File: src/rtl/rbd_pkg.sv
// ---------------------------------------------------------------------------
// rbd_pkg
// Shared constants, types and channel arithmetic for the 2x2 RGBA box
// downsampler.
// ---------------------------------------------------------------------------
package rbd_pkg;

    localparam int MAX_WIDTH   = 4096;
    localparam int CHANNELS    = 4;
    localparam int LINE_DEPTH  = MAX_WIDTH / 2;
    localparam int ADDR_W      = $clog2(LINE_DEPTH);
    localparam int DIM_W       = 13;
    localparam int DEST_W      = 12;
    localparam int PIX_W       = 32;
    localparam int CH_SUM_W    = 9;
    localparam int SUM_W       = 4 * CH_SUM_W;
    localparam int QUEUE_DEPTH = 4;
    localparam int QPTR_W      = $clog2(QUEUE_DEPTH);
    localparam int QCNT_W      = $clog2(QUEUE_DEPTH + 1);
    localparam int PADDR_W     = 3;
    localparam int PDATA_W     = 32;

    // Register indexes, taken from paddr[2].
    localparam logic REG_SRC_WIDTH  = 1'b0;
    localparam logic REG_SRC_HEIGHT = 1'b1;

    typedef enum logic [1:0] {
        OP_WRITE = 2'd0,  // store a pair sum of an even row
        OP_SELF  = 2'd1,  // single-row source: average the pair sum with itself
        OP_PAIR  = 2'd2   // odd row: average with the stored pair sum above
    } t_op_kind;

    typedef struct packed {
        t_op_kind              kind;
        logic [ADDR_W-1:0]     addr;
        logic [SUM_W-1:0]      hs;
        logic                  last;
        logic [DEST_W-1:0]     dest_width;
        logic [DEST_W-1:0]     dest_height;
    } t_op;

    typedef struct packed {
        logic [DIM_W-1:0] width;
        logic [DIM_W-1:0] height;
        logic             restart;
    } t_cfg;

    typedef struct packed {
        logic full;
        logic empty;
    } t_q_stat;

    // Per-channel 9-bit sums of two pixels; channels at or above CHANNELS are zero.
    function automatic logic [SUM_W-1:0] pair_sum(input logic [PIX_W-1:0] a,
                                                  input logic [PIX_W-1:0] b);
        logic [SUM_W-1:0] r;
        r = '0;
        for (int c = 0; c < CHANNELS && c < 4; c++) begin
            r[CH_SUM_W*c +: CH_SUM_W] = {1'b0, a[8*c +: 8]} + {1'b0, b[8*c +: 8]};
        end
        return r;
    endfunction

    // Rounded average of two pair sums, one byte per channel.
    function automatic logic [PIX_W-1:0] average(input logic [SUM_W-1:0] t,
                                                 input logic [SUM_W-1:0] b);
        logic [PIX_W-1:0] r;
        logic [9:0]       s;
        r = '0;
        for (int c = 0; c < CHANNELS && c < 4; c++) begin
            s = {1'b0, t[CH_SUM_W*c +: CH_SUM_W]} + {1'b0, b[CH_SUM_W*c +: CH_SUM_W]}
                + 10'd2;
            r[8*c +: 8] = s[9:2];
        end
        return r;
    endfunction

endpackage

File: src/rtl/rbd_pix_if.sv
// ---------------------------------------------------------------------------
// rbd_pix_if
// Source pixel stream: valid/ready handshake carrying one RGBA8 pixel.
// ---------------------------------------------------------------------------
interface rbd_pix_if;
    logic                      valid;
    logic                      ready;
    logic [rbd_pkg::PIX_W-1:0] in_pixel;

    modport source (output valid, output in_pixel, input ready);
    modport sink   (input valid, input in_pixel, output ready);
endinterface

File: src/rtl/rbd_front.sv
// ---------------------------------------------------------------------------
// rbd_front
// Accepts source pixels, tracks the raster position, forms horizontal pair
// sums and classifies each pixel into a line-store operation.
// ---------------------------------------------------------------------------
module rbd_front (
    input  logic          i_clk,
    input  logic          i_rst_n,
    input  rbd_pkg::t_cfg i_cfg,
    rbd_pix_if.sink       i_pix,
    input  logic          i_q_full,
    output logic          o_push,
    output rbd_pkg::t_op  o_op
);
    logic [rbd_pkg::DIM_W-1:0]  r_col, n_col;
    logic [rbd_pkg::DIM_W-1:0]  r_row, n_row;
    logic [rbd_pkg::PIX_W-1:0]  r_held, n_held;

    logic [rbd_pkg::DIM_W-1:0]  w_eff, h_eff, col, row;
    logic [rbd_pkg::DEST_W-1:0] dw, dh, y;
    logic [rbd_pkg::ADDR_W-1:0] x;
    logic                       accept, have;
    logic [rbd_pkg::SUM_W-1:0]  hs;

    assign i_pix.ready = !i_q_full;
    assign accept      = i_pix.valid && !i_q_full;

    always_comb begin
        // Effective sizes: zero acts as one, width clamps to the line store.
        w_eff = i_cfg.width;
        if (i_cfg.width == '0) begin
            w_eff = rbd_pkg::DIM_W'(1);
        end else if (32'(i_cfg.width) > 32'(rbd_pkg::MAX_WIDTH)) begin
            w_eff = rbd_pkg::DIM_W'(rbd_pkg::MAX_WIDTH);
        end
        h_eff = (i_cfg.height == '0) ? rbd_pkg::DIM_W'(1) : i_cfg.height;
        dw    = (w_eff[rbd_pkg::DIM_W-1:1] == '0) ? rbd_pkg::DEST_W'(1)
                                                  : w_eff[rbd_pkg::DIM_W-1:1];
        dh    = (h_eff[rbd_pkg::DIM_W-1:1] == '0) ? rbd_pkg::DEST_W'(1)
                                                  : h_eff[rbd_pkg::DIM_W-1:1];
        col   = (r_col < w_eff) ? r_col : '0;
        row   = (r_row < h_eff) ? r_row : '0;

        have   = 1'b0;
        hs     = '0;
        x      = '0;
        n_held = r_held;
        if (w_eff == rbd_pkg::DIM_W'(1)) begin
            hs   = rbd_pkg::pair_sum(i_pix.in_pixel, i_pix.in_pixel);
            have = 1'b1;
        end else if (!col[0]) begin
            n_held = i_pix.in_pixel;
        end else if (col < {dw, 1'b0}) begin
            hs   = rbd_pkg::pair_sum(r_held, i_pix.in_pixel);
            have = 1'b1;
            x    = col[rbd_pkg::ADDR_W:1];
        end

        y       = '0;
        o_op    = '0;
        o_push  = 1'b0;
        if (have) begin
            if (h_eff == rbd_pkg::DIM_W'(1)) begin
                o_op.kind = rbd_pkg::OP_SELF;
                o_push    = accept;
            end else if (row < {dh, 1'b0}) begin
                if (!row[0]) begin
                    o_op.kind = rbd_pkg::OP_WRITE;
                end else begin
                    o_op.kind = rbd_pkg::OP_PAIR;
                    y         = row[rbd_pkg::DIM_W-1:1];
                end
                o_push = accept;
            end
        end
        o_op.addr        = x;
        o_op.hs          = hs;
        o_op.last        = ({1'b0, x} == dw - 1'b1) && (y == dh - 1'b1);
        o_op.dest_width  = dw;
        o_op.dest_height = dh;

        // Advance the raster position; wrap starts a new level of the same size.
        n_col = r_col;
        n_row = r_row;
        if (accept) begin
            n_col = col + 1'b1;
            n_row = row;
            if (n_col >= w_eff) begin
                n_col = '0;
                n_row = row + 1'b1;
                if (n_row >= h_eff) begin
                    n_row = '0;
                end
            end
        end
        if (i_cfg.restart) begin
            n_col = '0;
            n_row = '0;
        end
    end

    always_ff @(posedge i_clk) begin
        if (!i_rst_n) begin
            r_col  <= '0;
            r_row  <= '0;
            r_held <= '0;
        end else begin
            r_col <= n_col;
            r_row <= n_row;
            if (accept) begin
                r_held <= n_held;
            end
        end
    end
endmodule

File: src/flat_wrapper.sv
// flat-port wrapper written by rule: the top's interface ports become plain ports
module rbd_front_flat 
  (i_clk, i_rst_n, i_cfg, i_q_full, o_push, o_op, i_pix_valid, i_pix_in_pixel, i_pix_ready);
  rbd_pix_if i_pix_i ();
  input  logic i_clk;
  input  logic i_rst_n;
  input  rbd_pkg::t_cfg i_cfg;
  input  logic i_q_full;
  output logic o_push;
  output rbd_pkg::t_op o_op;
  input wire logic [$bits(i_pix_i.valid)-1:0] i_pix_valid;
  input wire logic [$bits(i_pix_i.in_pixel)-1:0] i_pix_in_pixel;
  output wire logic [$bits(i_pix_i.ready)-1:0] i_pix_ready;
  assign i_pix_i.valid = i_pix_valid;
  assign i_pix_i.in_pixel = i_pix_in_pixel;
  assign i_pix_ready = i_pix_i.ready;
  rbd_front u_core (.i_clk(i_clk), .i_rst_n(i_rst_n), .i_cfg(i_cfg), .i_pix(i_pix_i), .i_q_full(i_q_full), .o_push(o_push), .o_op(o_op));
endmodule
File: config.mk
export PLATFORM = sky130hd
export DESIGN_NAME = rbd_front_flat
export DESIGN_NICKNAME = d
export VERILOG_FILES = /design/src/rtl/rbd_pkg.sv /design/src/rtl/rbd_pix_if.sv /design/src/rtl/rbd_front.sv /design/src/flat_wrapper.sv
export SDC_FILE = /design/constraint.sdc
export NUM_CORES = 1
export LEC_CHECK = 0
export ABC_CLOCK_PERIOD_IN_PS = 8500
export BUFFER_PORTS_ARGS = -buffer_cell sky130_fd_sc_hd__buf_4
export CORE_ASPECT_RATIO = 0.7
export CORE_MARGIN = 3
export CORE_UTILIZATION = 29
export DETAILED_ROUTE_END_ITERATION = 16
export GPL_ROUTABILITY_DRIVEN = 0
export PLACE_DENSITY = 0.49
export SYNTH_ARGS = -nofsm -noshare
export SYNTH_HDL_FRONTEND = slang
export SYNTH_SLANG_ARGS = --single-unit
File: constraint.sdc
create_clock -name i_clk -period 8.5 [get_ports i_clk]
set_input_delay 0.425 -clock i_clk [delete_from_list [all_inputs] [get_ports i_clk]]
set_output_delay 0.425 -clock i_clk [all_outputs]
set_load 0.1 [all_outputs]
==> flow_metrics.tcl <==
set metrics [dict create \
    status "complete, no violations" \
    synth_cell_type_count 76 \
    die_height_um 138.6 \
    grt-ovfl-total 0 \
    path_clk_slew_ns 0.06 \
    pwr-share-seq_pct 28.2 \
    cts-root-buf "clkbuf_16" \
    synth_edf_count 0 \
    firstDrtPassIters 5 \
    syn-num-nets 1166 \
    h-tree-depth 3 \
    synthFlopType "dfxtp_1" \
    yosysMostFrequentCell "nand2_1" \
    maxCapViolCount 0 \
    p_sw_w 0.0003575 \
    area_delta_synth_final_pct 22.34 \
    routedWlPerCell_um 18.48 \
    critPathRequiredTime_ns 8.08 \
    worst_path_max_delay_cell "nor4b_2" \
    p_leak_nw 4.266 \
    pwr-share-comb_pct 30.8 \
    grtUsageMet3_pct 4.080 \
    period_needed_ns 6.854 \
    grtUsageMet2_pct 25.06 \
    swShare_pct 35.37 \
    synth_top_area_share_pct 18.54 \
    ios 139 \
    fin_crit_sh_pct 80.63 \
    antenna_found_initial 0 \
    arrival_ns 6.43 \
    synth_seq_area_share_pct 15.93 \
    rrSetupSlack_ns 2.41 \
    drive_above_1_share_pct 17.09 \
    hpwl_um 20830 \
    synth_common_cells "nand2_1, ha_1, inv_1, nor2_1, dfxtp_1" \
    grt_pass1_wl_um 40780 \
    hold_class "in -> reg" \
    syn_area_per_cell_um2 7.353 \
    core_um2 24170 \
    syn_area_um2 7287 \
    rsz0062_at_grt "false" \
    critPathMaxStageDelay_ns 0.74 \
    grt_pass1_vias 6806 \
    slew-limit-headroom_pct 39.18 \
    setup_tns_ns 0 \
    powerDensity_nw_per_um2 113.4 \
    cp_cell_sequence "buf_4, inv_1, nand2_1, ha_1, a21oi_1, o21ai_0, a221oi_2, nand2_1, nor2_1, ha_1, a21oi_1, o22ai_1, o31ai_1, and2_1, a31oi_4, nor4b_2, o21ai_0, a221oi_2, and4b_1, buf_4" \
    setup_ws_ns 1.646 \
    cts.repair.resized 0 \
    viasPerCell 5.212 \
    fillCellCount 2554 \
    post_cts.repair.setup_buffers 0 \
    p_clk_share_pct 41.0 \
    reg2reg_depth 23 \
    clock_path_buffers 2 \
    dpl_cell_area_um2 8584 \
    cp_max_fo 24 \
    yosysWarningCount 0 \
    r2r-end "u_core.r_row[3]$_SDFFE_PP0P_" \
    cp-end-kind "output port" \
    p_int_w 0.0006531 \
    ir_drop_mv 0.09199 \
    grt.busiest_layer "met1" \
    postRouteAntennaNets 0 \
    synth_async_sr_flop_share_pct 0 \
    slew_viol_final 0 \
    finClkSkew_ns 0.01542 \
    wl_um 26200 \
    dieArea_um2 27100 \
    tightest_slew_ns 0.9102 \
    r2r_start "u_core.r_row[3]$_SDFFE_PP0P_" \
    grt_max_degree 56 \
    drtIter0Drc 506 \
    holdPathEnd "u_core.r_held[11]$_SDFFE_PN0P_" \
    finalSetupViolCount 0 \
    hold_viol 0 \
    num_rows 47 \
    postCtsHoldBufs 0 \
    clock.fmax_mhz 145.9 \
    cts_sinks 58 \
    worstHoldPathCells 3 \
    grt_use_total_pct 18.70 \
    synth_area_leaders "ha_1, dfxtp_1, nand2_1" \
    holdCritStartpoint "i_pix_in_pixel[11]" \
    die_w_um 195.5 \
    clock_latency_ns 0.34 \
    ys_ff_latch 58 \
    netlist_instances 991 \
    yosys.area.top_type "ha_1" \
    vias 7390 \
    cts_tree "yes" \
    worstSetupPathType "in -> out" \
    fin_area_um2 8915 \
    antenna_cells 0 \
    drc 0 \
    portBuffers 138 \
    fin_nets 1270 \
    power_w 0.001011 \
    met1_usage_pct 30.27 \
    initial_core_util_pct 30.15 \
    cts_buffers 9 \
    place_ws_ns 1.822 \
    start_kind "input pin" \
]
[area by class of cell]
class	count	area [um2]	share of cell area (%)
clock inverter	4	73.82	0.8281
inverter	63	239.0	2.681
sequential	58	1161	13.02
tap	318	397.9	4.463
timing repair buffer	147	1104	12.38
multi-input combinational	816	5683	63.75
clock buffer	12	256.5	2.877
[sequential cells by signal, summed over array words and instances, names as in the netlist]
signal	cells
u_core.r_row	13
u_core.r_col	13
u_core.r_held	32
[power groups by stage]
stage / Sequential [W] / Clock [W] / Combinational (W)
global route: 0.000286 / 0.000435 / 0.000337
CTS: 0.000285 / 0.000422 / 0.000310
detailed placement: 0.000291 / 0 / 0.000308
floorplan: 0.000290 / 0 / 0.000213
finish: 0.000285 / 0.000414 / 0.000311
global placement: 0.000291 / 0 / 0.000309
[layer usage]
| metal | share of wire, % | vias to the layer above | wire length (um) |
|---|---|---|---|
| li1 | - | 3731 | - |
| met1 | 53 | 3379 | 13870 |
| met2 | 39 | 257 | 10170 |
| met3 | 7.3 | 23 | 1905 |
| met4 | 0.98 | 0 | 258 |
| met5 | 0 | - | 0 |
[placed cells by master (no fill, tap or decap), types with 3 or more instances in the layout]
master	instances
a22o_1	11
nor2_1	61
inv_1	62
nor4_1	10
a21o_1	30
nand2b_1	7
nand2_1	163
xor2_1	14
buf_4	147
o21bai_1	7
mux2i_1	5
fa_1	4
clkbuf_16	9
nor3b_1	3
dfxtp_1	58
and2_1	23
nor3_1	16
nand3_1	34
and3_1	15
o21ai_0	29
o22ai_1	3
a22oi_1	18
o211ai_1	6
o21a_1	5
a211oi_1	3
nand4_1	16
ha_1	108
o31ai_1	19
a21oi_1	56
nor2b_1	9
nor4b_1	3
a21boi_0	33
and3_2	4
xnor2_1	47
a31oi_1	5
[cells by family after synthesis]
kind of cell | after synthesis | synth area share, %
AND/OR/NAND/NOR | 385 | 25.77
adder cells (fa/ha/maj) | 112 | 19.64
XOR/XNOR | 61 | 7.332
multiplexers | 5 | 0.6868
buffers and inverters | 117 | 6.319
flip-flops | 58 | 15.93
AO/OA/AOI/OAI | 253 | 24.31
[per-stage QoR]
step | hold slack, ns | utilization, % | std cells
after global routing | 0.3710 | 36.88 | 1418
after floorplan | 0.4472 | - | 991
after global placement | 0.4568 | 35.52 | 1402
after CTS | 0.3564 | 36.88 | 1418
final | 0.3597 | 36.88 | 1418
after detailed placement | 0.4626 | 35.52 | 1402
[how the worst max path moves through the flow]
stage | startpoint | end | slack, ns
after global routing | i_cfg[26] | o_op[24] | 1.02
after detailed placement | i_cfg[26] | o_op[24] | 1.82
after floorplan | i_cfg[26] | o_op[73] | 0.90
after CTS | i_cfg[26] | o_op[24] | 1.80
final | i_cfg[26] | o_op[24] | 1.65
after global placement | i_cfg[26] | o_op[24] | 2.06
[worst max-delay path: cells and delay by family]
family / cells / cell delay [ns]
buf+inv: 3 / 1.02
compound gates: 9 / 2.12
fa+ha+maj: 2 / 0.65
simple gates: 6 / 2.20
Note: power is estimated with default switching activity, not from simulation.
