### src/rtl/rbd_pkg.sv
// ---------------------------------------------------------------------------
// rbd_pkg
// Shared constants, types and channel arithmetic for the 2x2 RGBA box
// downsampler.
// ---------------------------------------------------------------------------
package rbd_pkg;

    localparam int MAX_WIDTH   = 4096;
    localparam int CHANNELS    = 4;
    localparam int LINE_DEPTH  = MAX_WIDTH / 2;
    localparam int ADDR_W      = $clog2(LINE_DEPTH);
    localparam int DIM_W       = 13;
    localparam int DEST_W      = 12;
    localparam int PIX_W       = 32;
    localparam int CH_SUM_W    = 9;
    localparam int SUM_W       = 4 * CH_SUM_W;
    localparam int QUEUE_DEPTH = 4;
    localparam int QPTR_W      = $clog2(QUEUE_DEPTH);
    localparam int QCNT_W      = $clog2(QUEUE_DEPTH + 1);
    localparam int PADDR_W     = 3;
    localparam int PDATA_W     = 32;

    // Register indexes, taken from paddr[2].
    localparam logic REG_SRC_WIDTH  = 1'b0;
    localparam logic REG_SRC_HEIGHT = 1'b1;

    typedef enum logic [1:0] {
        OP_WRITE = 2'd0,  // store a pair sum of an even row
        OP_SELF  = 2'd1,  // single-row source: average the pair sum with itself
        OP_PAIR  = 2'd2   // odd row: average with the stored pair sum above
    } t_op_kind;

    typedef struct packed {
        t_op_kind              kind;
        logic [ADDR_W-1:0]     addr;
        logic [SUM_W-1:0]      hs;
        logic                  last;
        logic [DEST_W-1:0]     dest_width;
        logic [DEST_W-1:0]     dest_height;
    } t_op;

    typedef struct packed {
        logic [DIM_W-1:0] width;
        logic [DIM_W-1:0] height;
        logic             restart;
    } t_cfg;

    typedef struct packed {
        logic full;
        logic empty;
    } t_q_stat;

    // Per-channel 9-bit sums of two pixels; channels at or above CHANNELS are zero.
    function automatic logic [SUM_W-1:0] pair_sum(input logic [PIX_W-1:0] a,
                                                  input logic [PIX_W-1:0] b);
        logic [SUM_W-1:0] r;
        r = '0;
        for (int c = 0; c < CHANNELS && c < 4; c++) begin
            r[CH_SUM_W*c +: CH_SUM_W] = {1'b0, a[8*c +: 8]} + {1'b0, b[8*c +: 8]};
        end
        return r;
    endfunction

    // Rounded average of two pair sums, one byte per channel.
    function automatic logic [PIX_W-1:0] average(input logic [SUM_W-1:0] t,
                                                 input logic [SUM_W-1:0] b);
        logic [PIX_W-1:0] r;
        logic [9:0]       s;
        r = '0;
        for (int c = 0; c < CHANNELS && c < 4; c++) begin
            s = {1'b0, t[CH_SUM_W*c +: CH_SUM_W]} + {1'b0, b[CH_SUM_W*c +: CH_SUM_W]}
                + 10'd2;
            r[8*c +: 8] = s[9:2];
        end
        return r;
    endfunction

endpackage

### src/rtl/rbd_queue.sv
// ---------------------------------------------------------------------------
// rbd_queue
// Short FIFO of line-store operations between the front and back parts.
// ---------------------------------------------------------------------------
module rbd_queue (
    input  logic             i_clk,
    input  logic             i_rst_n,
    input  logic             i_push,
    input  rbd_pkg::t_op     i_op,
    input  logic             i_pop,
    output rbd_pkg::t_op     o_head,
    output rbd_pkg::t_q_stat o_stat
);
    rbd_pkg::t_op               r_buf [rbd_pkg::QUEUE_DEPTH];
    logic [rbd_pkg::QPTR_W-1:0] r_wr_ptr, r_rd_ptr;
    logic [rbd_pkg::QCNT_W-1:0] r_count, n_count;
    logic                       do_push, do_pop;

    assign o_stat.full  = (r_count == rbd_pkg::QCNT_W'(rbd_pkg::QUEUE_DEPTH));
    assign o_stat.empty = (r_count == '0);
    assign do_push      = i_push && !o_stat.full;
    assign do_pop       = i_pop && !o_stat.empty;
    assign o_head       = r_buf[r_rd_ptr];

    always_comb begin
        n_count = r_count;
        if (do_push && !do_pop) begin
            n_count = r_count + 1'b1;
        end else if (do_pop && !do_push) begin
            n_count = r_count - 1'b1;
        end
    end

    always_ff @(posedge i_clk) begin
        if (do_push) begin
            r_buf[r_wr_ptr] <= i_op;
        end
    end

    always_ff @(posedge i_clk) begin
        if (!i_rst_n) begin
            r_wr_ptr <= '0;
            r_rd_ptr <= '0;
            r_count  <= '0;
        end else begin
            r_count <= n_count;
            if (do_push) begin
                r_wr_ptr <= r_wr_ptr + 1'b1;
            end
            if (do_pop) begin
                r_rd_ptr <= r_rd_ptr + 1'b1;
            end
        end
    end
endmodule

### config.mk
export PLATFORM = sky130hd
export DESIGN_NAME = rbd_queue
export DESIGN_NICKNAME = d
export VERILOG_FILES = /design/src/rtl/rbd_pkg.sv /design/src/rtl/rbd_queue.sv
export SDC_FILE = /design/constraint.sdc
export NUM_CORES = 1
export LEC_CHECK = 0
export BUFFER_PORTS_ARGS = -buffer_cell sky130_fd_sc_hd__buf_2
export CELL_PAD_IN_SITES_DETAIL_PLACEMENT = 0
export CELL_PAD_IN_SITES_GLOBAL_PLACEMENT = 1
export CORE_MARGIN = 2
export CORE_UTILIZATION = 40
export DETAILED_ROUTE_END_ITERATION = 7
export PLACE_DENSITY = 0.68
export SKIP_LAST_GASP = 1
export SYNTH_ARGS = -nofsm -noshare
export SYNTH_HDL_FRONTEND = slang
export SYNTH_SLANG_ARGS = --single-unit
export TNS_END_PERCENT = 10
### constraint.sdc
create_clock -name i_clk -period 3.33 [get_ports i_clk]
set_clock_uncertainty 0.2 [all_clocks]
set_input_delay 0.666 -clock i_clk [delete_from_list [all_inputs] [get_ports i_clk]]
set_output_delay 0.666 -clock i_clk [all_outputs]
set_load 0.03 [all_outputs]
==> run_results.csv, run 1 <==
group,metric,value,unit
finish,drive_gt1_frac,0.452,
grt,antenna_found_initial,3,
worst_setup_path,reg2reg_slack,900,ps
sta,fin_hold_ws,139,ps
synth,yosys.area_share.adder,0.00740,
route,dr_total_vias,5068,
sta,finalHoldViolations,0,
route,drt-wirelength-per-cell,20.7,um
die,start_util,0.404,
synth,yosysWarnings,0,
synth,postSynth.asyncResetShare,0,
die,core.rowCount,61,
flow_run,cap_violations,0,
synth,ys_seq_area_frac,0.812,
finish,final_area,13400,sq um
min_path,min_path_cells,1,
synth,synth_cell_types,23,
worst_setup_path,crit_required,2460,ps
worst_setup_path,end_kind,"output pin",
synth,synth_area,11200,sq um
finish,final_cells,1016,
power_and_ir_drop,p_leak,4.46,nW
cts,cts_made_buffers,30,
route,drt_iter0_markers,431,
cts,htree_levels,1,
placement,dpl_cell_area,12500,sq um
synth,synth_area_leaders,"edfxtp_1, mux4_2, dfxtp_1, buf_6, ha_1",
worst_setup_path,arrival,2220,ps
sta,tightest_slew,407,ps
sta,finalSetupViolCount,0,
worst_setup_path,cp_slowest_cell,"mux4_2",
status,status,"complete, no violations",
worst_setup_path,critical-path-max-stage-delay,590,ps
die,design.portCount,154,
sta,max_freq,0.324,GHz
grt,grt_pass1_wl,31700,um
route,drt_wl_total,21000,um
synth,synth_top_cell_by_area,"edfxtp_1",
sta,maxSlewHeadroom,0.729,
placement,hpwlAfterDp,12700,um
grt,grt_overflow_total,0,
cts,cts_tree,"done",
synth,netlist_instances,434,
grt,grt_pass1_vias,5453,
synth,synth_top_family_by_area,"multiplexers",
cts,cts_root_buf,"clkbuf_16",
route,antenna_left,0,
finish,finish.net_count,698,
power_and_ir_drop,powerDensity,822,nW/um^2
cts,post_cts_buffers,0,
finish,layout_commonest_cell,"edfxtp_1",
worst_setup_path,worst-setup-path-type,"reg2out",
grt,grt_use_total,0.145,
worst_setup_path,path_max_fanout,31,
synth,muxShareOfSynthArea,0.152,
die,die_w,171,um
sta,rsz0062_at_grt,"false",
cts,post_cts_resized,0,
placement,io_buffers,153,
worst_setup_path,setup.worst_path.start_class,"register",
die,die-area,29300,sq um
synth,ys_ff_latch,305,
cts,clk_latency,540,ps
synth,synth_edf_count,296,
synth,synthDominantCellAreaShare,0.796,
cts,cts.sinks,305,
synth,synth-xor-area-share,0.00314,
power_and_ir_drop,peakVddDrop,0.366,mV
placement,place.gp.congestion,0.743,
route,drt-vias-per-instance,4.99,
min_path,hp-class,"in2reg",
grt,grt_start_max_net_pins,42,
sta,min_period_over_period,0.928,
die,die_y,171,um
finish,final_cell_mix,"edfxtp_1, buf_2, mux4_2",
synth,syn_nets,518,
placement,dp_cells,960,
route,drc,0,
sta,finalMaxSlewViolations,0,
synth,synth_compound_area_frac,0.00303,
finish,area_delta_synth_final,20.1,%
die,coreArea,27600,sq um
cts,postCtsHoldBufs,0,
sta,post-route-min-period,3090,ps
cts,clk_path_buf_depth,3,
worst_setup_path,cp_cell_sequence,"buf_12, mux4_2, buf_2",
route,drt_pass1_iterations,4,
synth,avgSynthCellArea,25.7,sq um
synth,yosys_most_used_dff,"edfxtp_1",
sta,tns,0,ps
worst_setup_path,rr_worst_depth,9,
synth,synth-simple-area-share,0.00908,
cts,cts.clk_slew.worst_paths,60,ps
[registers in the layout, indices dropped and copies added (netlist names), named ones only]
signal    cells
r_buf       296
r_count       3
r_rd_ptr      2
r_wr_ptr      2
[worst paths after layout]
path,endpoint,from
worst max-delay path,o_head[70],register
worst min-delay path,r_buf[2][58]$_DFFE_PP_,i_op[58]
worst max register to register,r_count[2]$_SDFFE_PN0P_,r_count[0]$_SDFFE_PN0P_
worst min register to register,r_wr_ptr[1]$_SDFFE_PN0P_,r_wr_ptr[1]$_SDFFE_PN0P_
[power breakdown]
| part | switching (mW) | internal, mW |
|---|---|---|
| registers | 0.174 | 4.66 |
| logic | 1.85 | 1.16 |
| clock network | 1.34 | 1.84 |
[layer usage]
layer  part of all wire  global-route usage  up-vias
li1                   -                   -     2212
met1               0.42               0.188     2664
met2               0.49               0.238      149
met3              0.074              0.0460       39
met4              0.019              0.0346        4
met5             0.0014                   0        -
[synth_stat cells, types with 2 or more instances]
cell type  count
buf_6          7
xnor2_1        3
and2_1         8
ha_1           5
inv_1          3
nor2b_1        2
clkbuf_1       2
buf_2          8
nand2_1        4
mux4_2        74
mux2i_1        3
edfxtp_1     296
dfxtp_1        9
[kinds of logic after synthesis]
family | Yosys count
AOI/OAI and AO/OA | 4
xor gates and xnor gates | 4
adders and majority gates | 6
buffers and inverters | 21
DFF | 305
muxes | 77
and+or+nand+nor | 17
[critical path: cells and delay by family (launching register included)]
family	cells	cell delay (ps)
buffers and inverters	2	510
flip-flops	1	540
multiplexers	1	590
[through the flow]
stage | total power [mW] | setup slack, ps | utilization
after floorplan | 7.13 | 3.39 | -
after global placement | 7.96 | 741 | 0.451
after detailed placement | 8.01 | 763 | 0.451
after CTS | 11.2 | 181 | 0.485
after global routing | 11.5 | 109 | 0.485
final | 11.0 | 241 | 0.485
[final cells by class]
cell class | instances | area, sq um
timing repair buffer | 166 | 951
inverter | 3 | 11.3
antenna | 1 | 2.50
tap | 378 | 473
sequential | 305 | 9080
fill | 2293 | 14200
clock inverter | 20 | 141
clock buffer | 35 | 791
multi-input combinational | 108 | 1960
(Power assumes the default switching activity.)
==> inputs of run 2 (changes only) <==
ABC_CLOCK_PERIOD_IN_PS = 3330   (was unset)
CORE_MARGIN = 4   (was 2)
MAX_ROUTING_LAYER = met4   (was unset)
==> run_results.csv, run 2 (synthesis gave the netlist of run 1 again) <==
group,metric,value,unit
status,status,"complete, no violations",
worst_setup_path,path_max_fanout,27,
cts,clk_latency,540,ps
power_and_ir_drop,sequentialPowerShare,0.436,
grt,grt_pass1_vias,5480,
grt,grt_use_total,0.145,
sta,min_period_over_period,0.930,
die,die_w,175,um
cts,clk_path_buf_depth,3,
cts,cts_tree,"done",
sta,finalMaxSlewViolations,0,
min_path,min_path_cells,1,
cts,postCtsHoldBufs,0,
grt,grt_overflow_total,0,
sta,max_freq,0.323,GHz
die,die-area,30600,sq um
finish,largest_reg_flops,296,
power_and_ir_drop,p_switching,3.37,mW
route,dr_total_vias,5002,
die,start_util,0.411,
flow_run,cap_violations,0,
route,drt_wl_total,21600,um
cts,cts_root_buf,"clkbuf_16",
power_and_ir_drop,switching_share,0.307,
route,drt_pass1_iterations,4,
die,die_y,175,um
finish,layout_commonest_cell,"edfxtp_1",
power_and_ir_drop,clkPwrFrac,0.285,
sta,maxSlewHeadroom,0.606,
worst_setup_path,worst-setup-path-type,"reg2out",
cts,htree_levels,1,
cts,post_cts_resized,0,
route,drt-vias-per-instance,4.90,
worst_setup_path,arrival,2230,ps
min_path,hp-class,"in2reg",
route,drt_iter0_markers,261,
finish,n_fill_cell,2257,
die,core.rowCount,60,
grt,grt_pass1_wl,33300,um
cts,post_cts_buffers,0,
power_and_ir_drop,peakVddDrop,0.471,mV
finish,area_delta_synth_final,20.1,%
sta,tns,0,ps
power_and_ir_drop,combPwrFrac,0.279,
worst_setup_path,timing.rr.start,"r_count[0]$_SDFFE_PN0P_",
power_and_ir_drop,powerDensity,818,nW/um^2
cts,cts.sinks,305,
placement,dp_slack,616,ps
placement,place.gp.congestion,0.724,
cts,cts_made_buffers,31,
finish,drive_gt1_frac,0.457,
sta,setup_ws,235,ps
sta,rsz0062_at_grt,"false",
placement,io_buffers,153,
finish,finish.net_count,703,
route,drt-wirelength-per-cell,21.1,um
worst_setup_path,setup.worst_path.start_class,"register",
grt,grt_start_max_net_pins,43,
power_and_ir_drop,internal_power,7.60,mW
worst_setup_path,end_kind,"output pin",
finish,final_cell_mix,"edfxtp_1, buf_2, mux4_2",
sta,finalSetupViolCount,0,
finish,top_register,"r_buf",
sta,finalHoldViolations,0,
power_and_ir_drop,p_leak,4.47,nW
die,design.portCount,154,
sta,tightest_slew,591,ps
sta,post-route-min-period,3100,ps
finish,top_regs,"r_buf x296, r_count x3",
route,drc,0,
placement,hpwlAfterDp,13900,um
route,antenna_left,0,
worst_setup_path,rr_worst_depth,9,
worst_setup_path,crit_required,2460,ps
die,coreArea,27200,sq um
min_path,hold_start,"i_op[15]",
grt,antenna_found_initial,5,
cts,cts.clk_slew.worst_paths,60,ps
-- run 2: cell types whose count changed in the layout (fill, tap and decap cells not counted) --
cell / before / now
bufinv_16: 2 / 1
buf_4: 6 / 12
clkinvlp_4: 2 / 3
inv_6: 0 / 1
buf_12: 7 / 5
clkinv_1: 11 / 4
diode_2: 1 / 5
clkbuf_1: 4 / 11
clkinv_4: 0 / 1
-- run 2: power groups by stage --
stage                     Clock (mW)  Sequential, mW  Combinational, mW
after floorplan                    0            4.84               2.29
after global placement             0            4.84               3.10
after detailed placement           0            4.87               3.13
after CTS                       3.21            4.79               3.14
after global routing            3.41            4.82               3.27
final                           3.12            4.78               3.06
-- run 2: cell type report --
class,instances,area [sq um],share of cell area
flip-flops and latches,305,9080,0.677
clock buffers,42,817,0.0609
well taps,372,465,0.0347
multi-input cells,108,1960,0.146
clock inverters,15,110,0.00821
diodes,5,12.5,0.000933
repair buffers,170,956,0.0713
inverters,3,11.3,0.000840
-- run 2: stage by stage --
stage	hold WS, ps	std cells	cell area, sq um	power, mW	util
2_1_floorplan	268	434	11200	7.13	-
3_3_place_gp	276	958	12500	7.94	0.459
3_5_place_dp	303	958	12500	8.00	0.459
4_1_cts	112	1015	13400	11.1	0.493
5_1_grt	111	1020	13400	11.5	0.493
6_report	137	1020	13400	11.0	0.493
-- run 2: worst max-delay path, stage by stage (launching register included) --
cell and delay, ps:
dfxtp_4 350, buf_4 490, mux4_2 630, buf_2 210
-- run 2: path summary, 6_finish.rpt --
path	endpoint	slack (ps)
setup / recovery	o_head[62]	230
hold / removal	r_buf[3][15]$_DFFE_PP_	140
setup reg to reg	r_count[2]$_SDFFE_PN0P_	820
hold reg to reg	r_wr_ptr[1]$_SDFFE_PN0P_	310
-- run 2: metal layers --
| metal | part of all wire | vias to the layer above | global-route usage |
|---|---|---|---|
| met4 | 0.016 | 0 | 0.0298 |
| met1 | 0.44 | 2602 | 0.196 |
| met2 | 0.48 | 133 | 0.229 |
| met5 | 0 | - | - |
| met3 | 0.061 | 30 | 0.0374 |
| li1 | - | 2237 | - |
==> inputs of run 3 (changes only) <==
CORE_ASPECT_RATIO = 1.25   (was unset)
==> run_results.csv, run 3 (synthesis gave the netlist of run 1 again) <==
group,metric,value,unit
cts,clk_path_buf_depth,3,
flow_run,cap_violations,0,
cts,cts_made_buffers,29,
power_and_ir_drop,combPwrFrac,0.274,
sta,tns,0,ps
sta,finalSetupViolCount,0,
grt,grt_use_total,0.139,
placement,place.gp.congestion,0.713,
sta,max_freq,0.338,GHz
sta,min_period_over_period,0.889,
cts,cts_tree,"done",
grt,antenna_found_initial,3,
route,dr_total_vias,4986,
die,design.portCount,154,
grt,met2_usage,0.244,
power_and_ir_drop,total_power,11.0,mW
sta,rsz0062_at_grt,"false",
route,drt-wirelength-per-cell,20.8,um
power_and_ir_drop,switching_share,0.305,
die,die-area,30700,sq um
route,drt_wl_total,20600,um
sta,maxSlewHeadroom,0.613,
status,status,"complete, no violations",
worst_setup_path,critical-path-max-stage-delay,710,ps
worst_setup_path,crit_required,2460,ps
worst_setup_path,crit_family,"flip-flops",
finish,final_cell_mix,"edfxtp_1, buf_2, mux4_2",
power_and_ir_drop,powerDensity,822,nW/um^2
placement,io_buffers,153,
power_and_ir_drop,peakVddDrop,0.443,mV
die,coreArea,27600,sq um
worst_setup_path,arrival,2100,ps
worst_setup_path,end_kind,"output pin",
sta,finalMaxSlewViolations,0,
cts,postCtsHoldBufs,0,
die,start_util,0.405,
die,die_w,157,um
finish,largest_reg_flops,296,
sta,tightest_slew,581,ps
cts,post_cts_buffers,0,
route,drt_pass1_iterations,4,
power_and_ir_drop,sequentialPowerShare,0.436,
route,drt_iter0_markers,181,
route,drt-vias-per-instance,5.02,
worst_setup_path,path_max_fanout,34,
worst_setup_path,worst-setup-path-type,"reg2out",
min_path,hp-class,"in2reg",
cts,cts_root_buf,"clkbuf_16",
cts,htree_levels,1,
route,antenna_left,0,
grt,grt_pass1_vias,5580,
power_and_ir_drop,clkPwrFrac,0.290,
die,core.rowCount,68,
cts,clk_latency,520,ps
sta,finalHoldViolations,0,
worst_setup_path,crit_buf_inv,2,
finish,top_register,"r_buf",
cts,post_cts_resized,0,
grt,grt_util_met3,0.0347,
finish,n_fill_cell,2278,
finish,drive_gt1_frac,0.469,
route,drc,0,
finish,finish.net_count,701,
grt,grt_pass1_wl,31800,um
grt,grt.busiest_layer,"met2",
finish,area_delta_synth_final,20.2,%
sta,post-route-min-period,2960,ps
worst_setup_path,cp_cell_sequence,"buf_4, mux4_2, buf_2",
finish,top_regs,"r_buf x296, r_count x3",
die,die_y,195,um
placement,hpwlAfterDp,12800,um
cts,cts.sinks,305,
finish,layout_commonest_cell,"edfxtp_1",
grt,grt_overflow_total,0,
power_and_ir_drop,p_leak,4.48,nW
grt,grt_use_met1,0.157,
grt,grt_start_max_net_pins,40,
power_and_ir_drop,internal_power,7.67,mW
power_and_ir_drop,p_switching,3.37,mW
cts,cts.clk_slew.worst_paths,60,ps
worst_setup_path,setup.worst_path.start_class,"register",
worst_setup_path,cp_slowest_cell,"dfxtp_4",
==> run 3: layout make-up <==
class / count / area, sq um / area share
flip-flops and latches: 305 / 9080 / 0.676
multi-input cells: 108 / 1960 / 0.146
repair buffers: 170 / 981 / 0.0731
clock buffers: 31 / 733 / 0.0546
well taps: 350 / 438 / 0.0326
clock inverters: 23 / 211 / 0.0158
inverters: 3 / 11.3 / 0.000839
diodes: 3 / 7.51 / 0.000559
==> run 3: stage by stage <==
step	utilization	setup WS, ps	hold WS (ps)	instances	area, sq um
after floorplan	-	3.39	268	434	11200
after global placement	0.452	799	278	936	12500
after detailed placement	0.452	654	309	936	12500
after CTS	0.486	273	99.8	990	13400
after global routing	0.487	243	104	993	13400
final	0.487	368	131	993	13400
==> run 3: routing by layer <==
| metal | vias up | share of wire |
|---|---|---|
| met2 | 128 | 0.54 |
| met4 | 0 | 0.022 |
| met5 | - | 0 |
| met1 | 2596 | 0.37 |
| li1 | 2229 | - |
| met3 | 33 | 0.065 |
==> run 3: power by group through the flow <==
stage | clock network, mW | logic (mW) | registers, mW
after floorplan | 0 | 2.29 | 4.84
after global placement | 0 | 3.08 | 4.86
after detailed placement | 0 | 3.11 | 4.90
after CTS | 3.28 | 3.12 | 4.82
after global routing | 3.45 | 3.24 | 4.84
final | 3.20 | 3.03 | 4.81
==> run 3: path summary, 6_finish.rpt <==
kind | startpoint | endpoint | slack (ps) | depth (start not counted)
worst max register to register | r_count[0]$_SDFFE_PN0P_ | r_count[2]$_SDFFE_PN0P_ | 850 | 9
worst min register to register | r_wr_ptr[0]$_SDFFE_PN0P_ | r_wr_ptr[0]$_SDFFE_PN0P_ | 310 | 2
worst min-delay path | i_op[40] | r_buf[3][40]$_DFFE_PP_ | 130 | 1
worst max-delay path | register | o_head[54] | 370 | 3
==> run 3: worst register-to-register path: stages, from the launching register on <==
cell      delay (ps)
dfxtp_1          490
nor3b_2           90
nor2b_1          120
buf_4            170
ha_1             200
inv_1             70
fa_1             390
xor2_1           180
or3_1            300
a21boi_0         190
